===== src/rtl/whp_pkg.sv =====
// Package: phases, status codes, sample kinds and interface payload types for the WAV parser
`timescale 1ns / 1ps
package whp_pkg;

  typedef enum logic [3:0] {
    PH_IDLE, PH_RIFF, PH_RSIZE, PH_WAVE, PH_FMT_ID, PH_FMT_OSIZE, PH_FMT_SKIP,
    PH_FMT_SIZE, PH_FMT_BODY, PH_FMT_TAIL, PH_DATA_ID, PH_DATA_OSIZE,
    PH_DATA_SKIP, PH_DATA_SIZE, PH_DONE
  } phase_t;

  typedef enum logic [2:0] {
    CS_IDLE, CS_PARSE, CS_DIV_FRAMES, CS_MUL_MS, CS_DIV_MS, CS_OUT
  } ctrl_state_t;

  localparam logic [3:0] ST_OK       = 4'd0;
  localparam logic [3:0] ST_NO_RIFF  = 4'd1;
  localparam logic [3:0] ST_NO_WAVE  = 4'd2;
  localparam logic [3:0] ST_TRUNC    = 4'd3;
  localparam logic [3:0] ST_BAD_TAG  = 4'd4;
  localparam logic [3:0] ST_BAD_EXT  = 4'd5;
  localparam logic [3:0] ST_BAD_TYPE = 4'd6;
  localparam logic [3:0] ST_BAD_ALGN = 4'd7;
  localparam logic [3:0] ST_TOO_LONG = 4'd8;
  localparam logic [3:0] ST_ZERO     = 4'd9;

  localparam logic [31:0] MARK_RIFF = 32'h4646_4952;
  localparam logic [31:0] MARK_WAVE = 32'h4556_4157;
  localparam logic [31:0] MARK_FMT  = 32'h2074_6D66;
  localparam logic [31:0] MARK_DATA = 32'h6174_6164;

  localparam logic [15:0] TAG_PCM   = 16'h0001;
  localparam logic [15:0] TAG_FLOAT = 16'h0003;
  localparam logic [15:0] TAG_EXT   = 16'hFFFE;

  localparam logic [2:0] SK_INT8  = 3'd0;
  localparam logic [2:0] SK_INT16 = 3'd1;
  localparam logic [2:0] SK_INT24 = 3'd2;
  localparam logic [2:0] SK_INT32 = 3'd3;
  localparam logic [2:0] SK_FLT32 = 3'd4;

  localparam logic [15:0] EXT_LEN = 16'd22;

  typedef struct packed {
    logic [7:0] data_byte;
    logic       first_byte;
  } in_item_t;

  typedef struct packed {
    logic [3:0]  status;
    logic [15:0] channels;
    logic [31:0] sample_rate;
    logic [2:0]  sample_format;
    logic [31:0] speaker_mask;
    logic [31:0] total_frames;
    logic [41:0] total_time_ms;
    logic [31:0] data_offset;
  } out_item_t;

  // controller -> datapath
  typedef struct packed {
    logic step;       // consume one byte
    logic div_start;  // load divider
    logic div_ms;     // 0: frames, 1: ms
    logic div_step;
    logic mul_ms;     // frames * 1000
    logic emit;       // load output register
  } dp_cmd_t;

  // datapath -> controller
  typedef struct packed {
    logic byte_done;  // parse finished on this byte
    logic need_div;   // finished ok, divisions follow
    logic div_last;
  } dp_stat_t;

  // GUID bytes after the first, for the extensible sub-format
  function automatic logic [7:0] guid_tail(input logic [3:0] idx);
    logic [7:0] r;
    case (idx)
      4'd5:  r = 8'h10;
      4'd7:  r = 8'h80;
      4'd10: r = 8'hAA;
      4'd12: r = 8'h38;
      4'd13: r = 8'h9B;
      4'd14: r = 8'h71;
      default: r = 8'h00;
    endcase
    return r;
  endfunction

endpackage


===== src/rtl/whp_if.sv =====
// Valid/ready stream interfaces for the WAV parser
`timescale 1ns / 1ps
interface whp_in_if;
  logic                valid;
  logic                ready;
  whp_pkg::in_item_t   payload;
  modport source (output valid, output payload, input ready);
  modport sink (input valid, input payload, output ready);
endinterface

interface whp_out_if;
  logic                valid;
  logic                ready;
  whp_pkg::out_item_t  payload;
  modport source (output valid, output payload, input ready);
  modport sink (input valid, input payload, output ready);
endinterface

interface whp_cfg_if;
  logic        valid;
  logic        ready;
  logic [31:0] data;
  modport source (output valid, output data, input ready);
  modport sink (input valid, input data, output ready);
endinterface


===== src/rtl/whp_ctrl.sv =====
// Controller: sequences byte intake, the two divisions of the shared divider and the result register
`timescale 1ns / 1ps
module whp_ctrl (
  input  logic              clk,
  input  logic              rst,
  input  logic              in_valid,
  output logic              in_ready,
  input  logic              out_valid,
  input  logic              out_ready,
  input  whp_pkg::dp_stat_t stat,
  output whp_pkg::dp_cmd_t  cmd
);

  whp_pkg::ctrl_state_t state, state_next;

  always_ff @(posedge clk) begin
    if (rst) state <= whp_pkg::CS_PARSE;
    else     state <= state_next;
  end

  // output register is free or draining this cycle
  logic out_free;
  assign out_free = !out_valid || out_ready;

  always_comb begin
    state_next = state;
    cmd = '0;
    in_ready = 1'b0;
    case (state)
      whp_pkg::CS_PARSE: begin
        in_ready = out_free;
        if (in_valid && in_ready) begin
          cmd.step = 1'b1;
          if (stat.need_div) begin
            cmd.div_start = 1'b1;
            state_next = whp_pkg::CS_DIV_FRAMES;
          end else if (stat.byte_done) begin
            cmd.emit = 1'b1;
          end
        end
      end
      whp_pkg::CS_DIV_FRAMES: begin
        cmd.div_step = 1'b1;
        if (stat.div_last) state_next = whp_pkg::CS_MUL_MS;
      end
      whp_pkg::CS_MUL_MS: begin
        cmd.mul_ms = 1'b1;
        cmd.div_start = 1'b1;
        cmd.div_ms = 1'b1;
        state_next = whp_pkg::CS_DIV_MS;
      end
      whp_pkg::CS_DIV_MS: begin
        cmd.div_step = 1'b1;
        cmd.div_ms = 1'b1;
        if (stat.div_last) state_next = whp_pkg::CS_OUT;
      end
      whp_pkg::CS_OUT: begin
        if (out_free) begin
          cmd.emit = 1'b1;
          state_next = whp_pkg::CS_PARSE;
        end
      end
      default: state_next = whp_pkg::CS_PARSE;
    endcase
  end

`ifndef SYNTHESIS
  a_no_intake_while_div: assert property (@(posedge clk) disable iff (rst)
    (state == whp_pkg::CS_DIV_FRAMES || state == whp_pkg::CS_DIV_MS) |-> !in_ready)
    else $error("byte taken during division");
  a_div_to_mul: assert property (@(posedge clk) disable iff (rst)
    (state == whp_pkg::CS_DIV_FRAMES && stat.div_last) |=> state == whp_pkg::CS_MUL_MS)
    else $error("frame division not followed by ms step");
  a_emit_free: assert property (@(posedge clk) disable iff (rst)
    cmd.emit |-> out_free)
    else $error("result loaded over pending result");
`endif

endmodule


===== src/rtl/whp_dp.sv =====
// Datapath: byte parser registers, shared restoring divider and result register
`timescale 1ns / 1ps
module whp_dp (
  input  logic              clk,
  input  logic              rst,
  input  whp_pkg::dp_cmd_t  cmd,
  output whp_pkg::dp_stat_t stat,
  input  logic [7:0]        data_byte,
  input  logic              first_byte,
  input  logic [31:0]       file_length,
  output whp_pkg::out_item_t result
);

  whp_pkg::phase_t phase;
  logic [31:0] byte_offset;   // never exceeds file_length
  logic [5:0]  field_count;
  logic [31:0] skip_remaining;
  logic [31:0] assemble_word;
  logic [32:0] fmt_chunk_end;
  logic [15:0] fmt_tag, fmt_ch, fmt_align, fmt_bits;
  logic [31:0] rate_reg, mask_reg;
  logic [1:0]  guid_match;
  logic [2:0]  sample_kind;
  logic [31:0] data_start;
  logic [18:0] frame_bytes;

  // per-byte next values
  whp_pkg::phase_t phase_next;
  logic [31:0] off_next, skip_next, w;
  logic [5:0]  fc_next, i;
  logic [32:0] fce_next;
  logic [15:0] tag_next, ch_next, align_next, bits_next;
  logic [31:0] rate_next, mask_next;
  logic [1:0]  gm_next;
  logic [2:0]  sk_next;
  logic        fin, fin_ok;
  logic [3:0]  fin_st;

  logic [32:0] off_ext, len_ext;
  assign len_ext = {1'b0, file_length};

  // bytes per frame; format fields are stable once the data chunk is reached
  assign frame_bytes = 19'(fmt_ch) * 19'(fmt_bits[5:3]);

  // end of fmt chunk checks; returns status and sets sample kind
  function automatic logic [3:0] chk_fmt(input logic is_f, input logic [15:0] bits,
                                         input logic [15:0] ch, input logic [15:0] al,
                                         output logic [2:0] sk);
    logic [3:0] st;
    st = whp_pkg::ST_OK;
    sk = whp_pkg::SK_INT8;
    if (is_f && bits == 16'd32)       sk = whp_pkg::SK_FLT32;
    else if (!is_f && bits == 16'd32) sk = whp_pkg::SK_INT32;
    else if (!is_f && bits == 16'd24) sk = whp_pkg::SK_INT24;
    else if (!is_f && bits == 16'd16) sk = whp_pkg::SK_INT16;
    else if (!is_f && bits == 16'd8)  sk = whp_pkg::SK_INT8;
    else st = whp_pkg::ST_BAD_TYPE;
    if (st == whp_pkg::ST_OK) begin
      // bits/8 is 1..4, so the product fits 32 bits
      if ({16'd0, al} != 32'(ch) * 32'(bits[15:3])) st = whp_pkg::ST_BAD_ALGN;
    end
    return st;
  endfunction

  always_comb begin
    logic [3:0]  st;
    logic [2:0]  skk;
    logic [32:0] sz_end;
    logic [32:0] tail;
    logic        is_f;
    logic [7:0]  ep, ef;
    logic [3:0]  g;
    logic [32:0] remain;
    phase_next = phase; off_next = byte_offset; fc_next = field_count;
    skip_next = skip_remaining; fce_next = fmt_chunk_end;
    tag_next = fmt_tag; ch_next = fmt_ch; align_next = fmt_align; bits_next = fmt_bits;
    rate_next = rate_reg; mask_next = mask_reg; gm_next = guid_match; sk_next = sample_kind;
    fin = 1'b0; fin_ok = 1'b0; fin_st = whp_pkg::ST_OK;
    st = whp_pkg::ST_OK; skk = '0; sz_end = '0; tail = '0; is_f = 1'b0;
    ep = '0; ef = '0; g = '0; remain = '0; w = '0; i = '0; off_ext = '0;
    if (first_byte) begin
      phase_next = whp_pkg::PH_RIFF; off_next = '0; fc_next = '0; skip_next = '0;
      fce_next = '0; tag_next = '0; ch_next = '0; align_next = '0; bits_next = '0;
      rate_next = '0; mask_next = '0; gm_next = 2'b11; sk_next = '0;
    end
    if (phase_next != whp_pkg::PH_IDLE && phase_next != whp_pkg::PH_DONE) begin
      if (off_next >= file_length) begin
        fin = 1'b1; fin_st = whp_pkg::ST_TRUNC;
      end else begin
        w = {data_byte, (first_byte ? 24'd0 : assemble_word[31:8])};
        i = fc_next;
        off_next = off_next + 32'd1;
        off_ext = {1'b0, off_next};
        fc_next = fc_next + 6'd1;
        case (phase_next)
          whp_pkg::PH_RIFF: if (fc_next == 6'd4) begin
            if (w != whp_pkg::MARK_RIFF) begin fin = 1'b1; fin_st = whp_pkg::ST_NO_RIFF; end
            else begin phase_next = whp_pkg::PH_RSIZE; fc_next = '0; end
          end
          whp_pkg::PH_RSIZE: if (fc_next == 6'd4) begin
            phase_next = whp_pkg::PH_WAVE; fc_next = '0;
          end
          whp_pkg::PH_WAVE: if (fc_next == 6'd4) begin
            if (w != whp_pkg::MARK_WAVE) begin fin = 1'b1; fin_st = whp_pkg::ST_NO_WAVE; end
            else begin phase_next = whp_pkg::PH_FMT_ID; fc_next = '0; end
          end
          whp_pkg::PH_FMT_ID: if (fc_next == 6'd4) begin
            fc_next = '0;
            phase_next = (w == whp_pkg::MARK_FMT) ? whp_pkg::PH_FMT_SIZE
                                                  : whp_pkg::PH_FMT_OSIZE;
          end
          whp_pkg::PH_DATA_ID: if (fc_next == 6'd4) begin
            fc_next = '0;
            phase_next = (w == whp_pkg::MARK_DATA) ? whp_pkg::PH_DATA_SIZE
                                                   : whp_pkg::PH_DATA_OSIZE;
          end
          whp_pkg::PH_FMT_OSIZE, whp_pkg::PH_DATA_OSIZE: if (fc_next == 6'd4) begin
            sz_end = off_ext + {1'b0, w};
            if (sz_end > len_ext) begin fin = 1'b1; fin_st = whp_pkg::ST_TRUNC; end
            else begin
              fc_next = '0;
              if (w == '0)
                phase_next = (phase == whp_pkg::PH_FMT_OSIZE) ? whp_pkg::PH_FMT_ID
                                                              : whp_pkg::PH_DATA_ID;
              else begin
                skip_next = w;
                phase_next = (phase == whp_pkg::PH_FMT_OSIZE) ? whp_pkg::PH_FMT_SKIP
                                                              : whp_pkg::PH_DATA_SKIP;
              end
            end
          end
          whp_pkg::PH_FMT_SKIP, whp_pkg::PH_DATA_SKIP, whp_pkg::PH_FMT_TAIL: begin
            fc_next = '0;
            skip_next = skip_next - 32'd1;
            if (skip_next == '0)
              phase_next = (phase == whp_pkg::PH_FMT_SKIP) ? whp_pkg::PH_FMT_ID
                                                           : whp_pkg::PH_DATA_ID;
          end
          whp_pkg::PH_FMT_SIZE: if (fc_next == 6'd4) begin
            fce_next = off_ext + {1'b0, w};
            if (w < 32'd16) begin fin = 1'b1; fin_st = whp_pkg::ST_TRUNC; end
            else begin phase_next = whp_pkg::PH_FMT_BODY; fc_next = '0; end
          end
          whp_pkg::PH_FMT_BODY: begin
            if (i == 6'd1) begin
              tag_next = w[31:16];
              if (tag_next != whp_pkg::TAG_PCM && tag_next != whp_pkg::TAG_FLOAT &&
                  tag_next != whp_pkg::TAG_EXT) begin
                fin = 1'b1; fin_st = whp_pkg::ST_BAD_TAG;
              end
            end else if (i == 6'd3) ch_next = w[31:16];
            else if (i == 6'd7) rate_next = w;
            else if (i == 6'd13) align_next = w[31:16];
            else if (i == 6'd15) begin
              bits_next = w[31:16];
              if (tag_next != whp_pkg::TAG_EXT) begin
                is_f = (tag_next == whp_pkg::TAG_FLOAT);
                if (bits_next[2:0] != 3'd0) st = whp_pkg::ST_BAD_TYPE;
                else st = chk_fmt(is_f, bits_next, ch_next, align_next, skk);
              end
            end else if (i == 6'd17) begin
              if (w[31:16] != whp_pkg::EXT_LEN) begin fin = 1'b1; fin_st = whp_pkg::ST_BAD_EXT; end
              else if (bits_next[2:0] != 3'd0) begin
                fin = 1'b1; fin_st = whp_pkg::ST_BAD_TYPE;
              end else if (fce_next < off_ext + 33'd22) begin
                fin = 1'b1; fin_st = whp_pkg::ST_TRUNC;
              end
            end else if (i == 6'd23) mask_next = w;
            else if (i >= 6'd24 && i <= 6'd39) begin
              g = 4'(i - 6'd24);
              ep = (g == 4'd0) ? 8'h01 : whp_pkg::guid_tail(g - 4'd1);
              ef = (g == 4'd0) ? 8'h03 : whp_pkg::guid_tail(g - 4'd1);
              if (data_byte != ep) gm_next[0] = 1'b0;
              if (data_byte != ef) gm_next[1] = 1'b0;
              if (i == 6'd39) begin
                if (gm_next[0]) begin is_f = 1'b0; st = chk_fmt(1'b0, bits_next, ch_next,
                                                                align_next, skk); end
                else if (gm_next[1]) begin is_f = 1'b1; st = chk_fmt(1'b1, bits_next, ch_next,
                                                                    align_next, skk); end
                else st = whp_pkg::ST_BAD_EXT;
              end
            end
            // fmt end reached: fail on st or truncation, else pass on with any tail skip
            if ((i == 6'd15 && tag_next != whp_pkg::TAG_EXT) || i == 6'd39) begin
              if (st != whp_pkg::ST_OK) begin fin = 1'b1; fin_st = st; end
              else if (fce_next > len_ext) begin fin = 1'b1; fin_st = whp_pkg::ST_TRUNC; end
              else begin
                sk_next = skk;
                tail = fce_next - off_ext;
                fc_next = '0;
                if (tail == '0) phase_next = whp_pkg::PH_DATA_ID;
                else begin skip_next = tail[31:0]; phase_next = whp_pkg::PH_FMT_TAIL; end
              end
            end
          end
          whp_pkg::PH_DATA_SIZE: if (fc_next == 6'd4) begin
            remain = len_ext - off_ext;
            fin = 1'b1;
            if ({1'b0, w} > remain) fin_st = whp_pkg::ST_TOO_LONG;
            else if (ch_next == '0 || rate_next == '0) fin_st = whp_pkg::ST_ZERO;
            else fin_ok = 1'b1;
          end
          default: ;
        endcase
        if (!fin && off_next >= file_length) begin fin = 1'b1; fin_st = whp_pkg::ST_TRUNC; end
      end
    end
  end

  assign stat.byte_done = fin;
  assign stat.need_div  = fin && fin_ok;

  always_ff @(posedge clk) begin
    if (rst) begin
      phase <= whp_pkg::PH_IDLE;
    end else if (cmd.step) begin
      phase <= fin ? whp_pkg::PH_DONE : phase_next;
    end
  end

  always_ff @(posedge clk) begin
    if (rst) begin
      byte_offset <= '0; field_count <= '0; skip_remaining <= '0; assemble_word <= '0;
      fmt_chunk_end <= '0; fmt_tag <= '0; fmt_ch <= '0; fmt_align <= '0; fmt_bits <= '0;
      rate_reg <= '0; mask_reg <= '0; guid_match <= 2'b11; sample_kind <= '0;
    end else if (cmd.step) begin
      byte_offset <= off_next; field_count <= fc_next; skip_remaining <= skip_next;
      assemble_word <= w; fmt_chunk_end <= fce_next;
      fmt_tag <= tag_next; fmt_ch <= ch_next; fmt_align <= align_next; fmt_bits <= bits_next;
      rate_reg <= rate_next; mask_reg <= mask_next; guid_match <= gm_next; sample_kind <= sk_next;
    end
  end

  // data offset kept for the result
  always_ff @(posedge clk) begin
    if (cmd.step && fin_ok) begin
      data_start  <= off_next;
    end
  end

  // shared restoring divider, one quotient bit per cycle, 42-bit dividend
  logic [41:0] dvd;
  logic [31:0] dvs;
  logic [32:0] rem;
  logic [5:0]  cnt;
  logic [31:0] frames;
  logic [41:0] ms_prod;
  logic [33:0] trial;
  logic [32:0] rem_sh;

  assign rem_sh = {rem[31:0], dvd[41]};
  assign trial  = {1'b0, rem_sh} - {2'b0, dvs};
  assign stat.div_last = (cmd.div_ms ? cnt == 6'd41 : cnt == 6'd31);

  always_ff @(posedge clk) begin
    if (cmd.div_start && !cmd.div_ms) begin
      // loaded on the data size byte itself
      dvd <= {w, 10'd0};
      dvs <= {13'd0, frame_bytes};
      rem <= '0; cnt <= '0;
    end else if (cmd.div_start) begin
      dvd <= ms_prod;
      dvs <= rate_reg;
      rem <= '0; cnt <= '0;
    end else if (cmd.div_step) begin
      if (!trial[33]) begin
        rem <= trial[32:0];
        dvd <= {dvd[40:0], 1'b1};
      end else begin
        rem <= rem_sh;
        dvd <= {dvd[40:0], 1'b0};
      end
      cnt <= cnt + 6'd1;
    end
  end

  // frames*1000 as shifts and adds: x*1024 - x*16 - x*8
  always_comb begin
    ms_prod = {frames, 10'd0} - {6'd0, frames, 4'd0} - {7'd0, frames, 3'd0};
  end

  // 31 quotient bits sit at the bottom of dvd before the last step
  always_ff @(posedge clk) begin
    if (cmd.div_step && !cmd.div_ms && stat.div_last) frames <= {dvd[30:0], !trial[33]};
  end

  always_ff @(posedge clk) begin
    if (cmd.emit) begin
      if (cmd.step) begin
        result <= '{status: fin_st, default: '0};
      end else begin
        result.status        <= whp_pkg::ST_OK;
        result.channels      <= fmt_ch;
        result.sample_rate   <= rate_reg;
        result.sample_format <= sample_kind;
        result.speaker_mask  <= mask_reg;
        result.total_frames  <= frames;
        result.total_time_ms <= dvd;
        result.data_offset   <= data_start;
      end
    end
  end

`ifndef SYNTHESIS
  a_done_stays: assert property (@(posedge clk) disable iff (rst)
    (phase == whp_pkg::PH_DONE && !(cmd.step && first_byte)) |=> phase == whp_pkg::PH_DONE)
    else $error("left done without first byte");
  a_offset_bound: assert property (@(posedge clk) disable iff (rst)
    (cmd.step && !fin &&
     (first_byte || (phase != whp_pkg::PH_IDLE && phase != whp_pkg::PH_DONE)))
    |=> byte_offset <= file_length)
    else $error("offset ran past file length");
  a_ok_only_via_div: assert property (@(posedge clk) disable iff (rst)
    (cmd.step && fin && !fin_ok) |-> fin_st != whp_pkg::ST_OK)
    else $error("ok status without division");
`endif

endmodule


===== src/rtl/wav_header_parser_top.sv =====
// Top level of the WAV header parser: channels, config register, controller and datapath
`timescale 1ns / 1ps
// channel   dir  payload
// in        sink data_byte, first_byte
// out       src  status .. data_offset
// cfg       sink file_length
// One byte per cycle while parsing; a byte that completes a good header
// starts two passes of the shared bit-serial divider, of 32 and 42 steps,
// with the scale by 1000 between them, before the result is loaded.
// rst is synchronous; it clears the phase, parse registers and file_length.
// Intake stops during the divisions and the scale, and while a result waits in the
// output register and is not being taken.
module wav_header_parser_top (
  input logic           clk,
  input logic           rst,
  whp_in_if.sink        in_ch,
  whp_out_if.source     out_ch,
  whp_cfg_if.sink       cfg
);

  logic [31:0] file_length;
  logic        out_valid;
  whp_pkg::dp_cmd_t  cmd;
  whp_pkg::dp_stat_t stat;

  assign cfg.ready = 1'b1;
  always_ff @(posedge clk) begin
    if (rst) file_length <= '0;
    else if (cfg.valid) file_length <= cfg.data;
  end

  always_ff @(posedge clk) begin
    if (rst) out_valid <= 1'b0;
    else if (cmd.emit) out_valid <= 1'b1;
    else if (out_ch.ready) out_valid <= 1'b0;
  end
  assign out_ch.valid = out_valid;

  whp_ctrl u_ctrl (
    .clk(clk), .rst(rst), .in_valid(in_ch.valid), .in_ready(in_ch.ready),
    .out_valid(out_valid), .out_ready(out_ch.ready), .stat(stat), .cmd(cmd)
  );

  whp_dp u_dp (
    .clk(clk), .rst(rst), .cmd(cmd), .stat(stat),
    .data_byte(in_ch.payload.data_byte), .first_byte(in_ch.payload.first_byte),
    .file_length(file_length), .result(out_ch.payload)
  );

endmodule

===== src/flat_wrapper.sv =====
// flat-port wrapper written by rule: the top's interface ports become plain ports
module wav_header_parser_top_flat 
  (clk, rst, in_ch_valid, in_ch_payload, in_ch_ready, out_ch_valid, out_ch_payload, out_ch_ready, cfg_valid, cfg_data, cfg_ready);
  whp_in_if in_ch_i ();
  whp_out_if out_ch_i ();
  whp_cfg_if cfg_i ();
  input logic clk;
  input logic rst;
  input wire logic [$bits(in_ch_i.valid)-1:0] in_ch_valid;
  input wire logic [$bits(in_ch_i.payload)-1:0] in_ch_payload;
  output wire logic [$bits(in_ch_i.ready)-1:0] in_ch_ready;
  output wire logic [$bits(out_ch_i.valid)-1:0] out_ch_valid;
  output wire logic [$bits(out_ch_i.payload)-1:0] out_ch_payload;
  input wire logic [$bits(out_ch_i.ready)-1:0] out_ch_ready;
  input wire logic [$bits(cfg_i.valid)-1:0] cfg_valid;
  input wire logic [$bits(cfg_i.data)-1:0] cfg_data;
  output wire logic [$bits(cfg_i.ready)-1:0] cfg_ready;
  assign in_ch_i.valid = in_ch_valid;
  assign in_ch_i.payload = in_ch_payload;
  assign in_ch_ready = in_ch_i.ready;
  assign out_ch_valid = out_ch_i.valid;
  assign out_ch_payload = out_ch_i.payload;
  assign out_ch_i.ready = out_ch_ready;
  assign cfg_i.valid = cfg_valid;
  assign cfg_i.data = cfg_data;
  assign cfg_ready = cfg_i.ready;
  wav_header_parser_top u_core (.clk(clk), .rst(rst), .in_ch(in_ch_i), .out_ch(out_ch_i), .cfg(cfg_i));
endmodule

===== config.mk =====
export PLATFORM = sky130hd
export DESIGN_NAME = wav_header_parser_top_flat
export DESIGN_NICKNAME = d
export VERILOG_FILES = /design/src/rtl/whp_pkg.sv /design/src/rtl/whp_if.sv /design/src/rtl/whp_ctrl.sv /design/src/rtl/whp_dp.sv /design/src/rtl/wav_header_parser_top.sv /design/src/flat_wrapper.sv
export SDC_FILE = /design/constraint.sdc
export NUM_CORES = 2
export LEC_CHECK = 0
export ABC_AREA = 1
export BUFFER_PORTS_ARGS = -buffer_cell sky130_fd_sc_hd__buf_2
export CORE_MARGIN = 4
export CORE_UTILIZATION = 45
export CTS_BUF_LIST = sky130_fd_sc_hd__clkbuf_4 sky130_fd_sc_hd__clkbuf_8 sky130_fd_sc_hd__clkbuf_16
export DETAILED_ROUTE_END_ITERATION = 16
export MAX_ROUTING_LAYER = met4
export PLACE_DENSITY = 0.72
export RECOVER_POWER = 100
export SETUP_SLACK_MARGIN = 0.4
export SLEW_MARGIN = 20
export SYNTH_ARGS = -nofsm -noshare
export SYNTH_HDL_FRONTEND = slang
export SYNTH_SLANG_ARGS = --single-unit
export TNS_END_PERCENT = 100

===== constraint.sdc =====
create_clock -name clk -period 24.1 [get_ports clk]
set_input_delay 7.23 -clock clk [delete_from_list [all_inputs] [get_ports clk]]
set_output_delay 7.23 -clock clk [all_outputs]
set_load 0.005 [all_outputs]

==> impl_results.md <==
* Outcome: finished with violations
* Violations in the final reports: max-capacitance violations, max-slew violations
* Max-capacitance violation count at 17
* Synth area leader: edfxtp_1
* Synthesized cell area at around 0.065 mm2
* Most flop-heavy register: u_core.u_dp.result
* Global route total overflow at 0
* Global placement routability congestion at about 1
* Clock tree buffer depth at 3
* Number of CTS-inserted buffers at 74
* Number of failing hold endpoints at the final stage at 0
* Horizontal die dimension at roughly 390 um
* Asr flop ratio synth at 0
* Final number of max-transition violations at 1096
* Cells after Synth at 9176
* Source-to-sink clock delay at the later pin of the worst-skew pair at about 700 ps
* Fraction of final layout cells sized beyond drive strength 1 at 0.0507
* Die Outline Area at 0.150 mm2
* Leakage power summed over all cells at between 30 and 40 nW
* Synthesized netlist net count at about 10000
* Overall routing resource usage at 0.324
* Clock tree from TritonCTS: yes
* Total core area at around 0.14 mm2
* Floorplan row count at ~140
* Detailed Routing Iterations Pass 1 at 7
* Hold buffer count at CTS at 0
* Largest clock skew in the final design at just under 40 ps
* Syn. warnings at 0
* Largest register FFs at ~190
* Post-layout total power at between 6 and 7 mW
* Tightest slew margin relative to the limit at -5.26
* Final critical delay including setup and external delays at around 21000 ps
* DPL Wire Length at between 150000 and 200000 um
* Drc violations at 0
* Pwr per Cell Area at 86.8 mW/mm2
* Global routing met3 resource utilization at 0.0637
* Final routed wirelength across all metal layers at around 240000 um
* Number of global-route vias before repair at roughly 60000
* Total Nets Final at between 10000 and 15000
* H-Tree Level Count at 3
* Wire per inst at roughly 22 um
* CTS clock-pin slew for the worst setup and hold paths at approximately 60 ps
* Number of antenna violations at the first check in global routing at 8
* Sequential element share of the synthesized area at 0.254
* Via density per instance at around 5.7
* M2 GR Usage at 0.472
* Slew of the pin with the lowest slew margin at 9390 ps
* Number of enable-type register cells in the synthesized netlist at between 300 and 400
* Main area contributors after synthesis: edfxtp_1, nand2_1, dfxtp_1
* DP Area at 0.0676 mm2
* Proportion of netlist area held by the largest area contributor at 0.143
* CTS-repair resized insts at 0
* Most used flip-flop cell after synthesis: dfxtp_1
* Post-CTS Setup Inserts at 0
* Pin count of the biggest net entering global routing at roughly 220
* Post-route cell area at 0.0698 mm2
* Largest registers in the final layout: u_core.u_dp.result x193, u_core.u_dp.dvd x42, u_core.u_dp.fmt_chunk_end x33
* Final clock period utilization by the worst path at 0.857
* Commonest cells after routing, fill and taps aside: nand2_1, inv_1, nor2_1
* Post-route antenna net violation count at 0
* Critical Path Fanout Max at ~180
* Count of port buffers added during placement at 240
* Sum Neg Setup Slack at 0 ps
* Synth Area per Inst at between 7 and 8 um2
* CP arrival at around 21000 ps
* Setup repair after global routing missed its margin: no
* Total of flip-flops plus latches after synthesis at 669
* Starting Density at 0.455
* CP Data Required Time at roughly 24000 ps
* Kind of launch point of the worst setup path: primary input
* # clock sinks at 669
* CTS Root Buffer Type: clkbuf_16
* IO Count at about 240
* Maximum clock rate at slightly below 50 MHz
* First-pass GRT wire length at between 300000 and 400000 um
* Most common library cell in the layout ignoring fill and taps: nand2_1
* Total setup violations reported at the end of the flow at 0
* Unique masters post-synth at 86
* Worst setup path class: primary input to register
* Met1 routing resource usage after global routing at 0.443
* Peak VDD IR at roughly 140 uV
* Filler Cell Count at 14270
* Type of element capturing the critical path: register
* Total via count in the routed design at between 60000 and 70000
* DRC violation total after the first TritonRoute iteration at about 8100
* Layer with the highest usage after global routing: met2
* Die height at 387 um
* Hold crit path type: register to register
* Layout overhead on the synthesized area at 7.80%
critical path, cell delays in order:
cell and delay (ps):
buf_6 180, buf_4 350, clkinvlp_2 1120, clkbuf_1 1600, clkbuf_1 2030, nand2_1 780, inv_1 490, clkbuf_1 1050
ha_1 330, nand2_1 130, nor4_1 840, nand3_1 360, nand2_1 290, a21oi_1 110, xor2_1 200, ha_1 330
nand4_1 140, nor4_1 930, nand3_1 450, nand3_1 280, nand3_1 130, a21oi_1 230, nand3b_2 180, nand3_1 210
o21ai_4 220, buf_12 390
path summary, 6_finish.rpt:
kind,startpoint,cells after the start,slack [ps],endpoint
max,in_ch_payload[0],26,3450,u_core.u_dp.result[31]
min,u_core.u_dp.dvd[0],0,440,u_core.u_dp.frames[1]
max reg2reg,u_core.out_ch.valid,6,12900,u_core.u_dp.data_start[20]
min reg2reg,u_core.u_dp.dvd[0],0,440,u_core.u_dp.frames[1]
metrics by stage:
step           hold WS [ps]  setup WS [ps]   util  instances
2_1_floorplan           408           2340      -       9176
3_3_place_gp            409           7170  0.475      11051
3_5_place_dp            419           6980  0.475      11051
4_1_cts                 434           7690  0.493      11188
5_1_grt                 439           3550  0.491      11190
6_report                442           3450  0.491      11195
power by group:
group          internal (mW)  switching [mW]
logic                  0.892            2.21
clock network          0.685           0.539
registers               1.58           0.160
total                   3.16            2.90
kinds of logic (layout without fill, tap and decap cells):
family	after synthesis	count (layout)	synth area share
simple gates	3795	3795	0.246
buf+inv	1878	2000	0.113
compound gates	1717	1717	0.145
fa+ha+maj	863	863	0.207
flops	669	669	0.254
xor+xnor	253	253	0.0344
other cells	1	8	0.0000579
final cells by class:
cell class / count / area, um2 / share of cell area
Clock buffer: 99 / 2120 / 0.0303
Antenna cell: 7 / 17.5 / 0.000251
Clock inverter: 38 / 435 / 0.00623
Multi-Input combinational cell: 6629 / 41000 / 0.587
Timing Repair Buffer: 327 / 1660 / 0.0237
Sequential cell: 669 / 16500 / 0.236
Inverter: 1536 / 5770 / 0.0826
Tap cell: 1890 / 2360 / 0.0339
Yosys cell counts (18+ instances only):
master and n:
nand3b_1 24, o211ai_1 97, nand3_1 313, nand2_1 2006
o21a_1 18, a21oi_1 785, buf_1 33, edfxtp_1 308
xor2_1 184, o31ai_1 24, clkinv_1 24, xnor2_1 67
fa_1 352, o21bai_1 22, nor3_1 75, a21o_1 18
inv_2 34, clkbuf_1 241, o21ai_0 599, ha_1 511
buf_2 40, inv_1 1475, nor2_2 38, nor4_1 35
nand2_2 32, buf_6 18, dfxtp_1 361, o21ai_1 48
nand4_1 156, nor2_1 1026
routing by layer:
metal  vias to the layer above  part of all wire  wire length [um]
met5                         -                 0                 0
met4                         0             0.049             11800
met3                       626              0.10             25600
met2                      3334              0.42            103000
met1                     30023              0.43            104000
li1                      29722                 -                 -
Note: power is estimated with default switching activity, not from simulation.
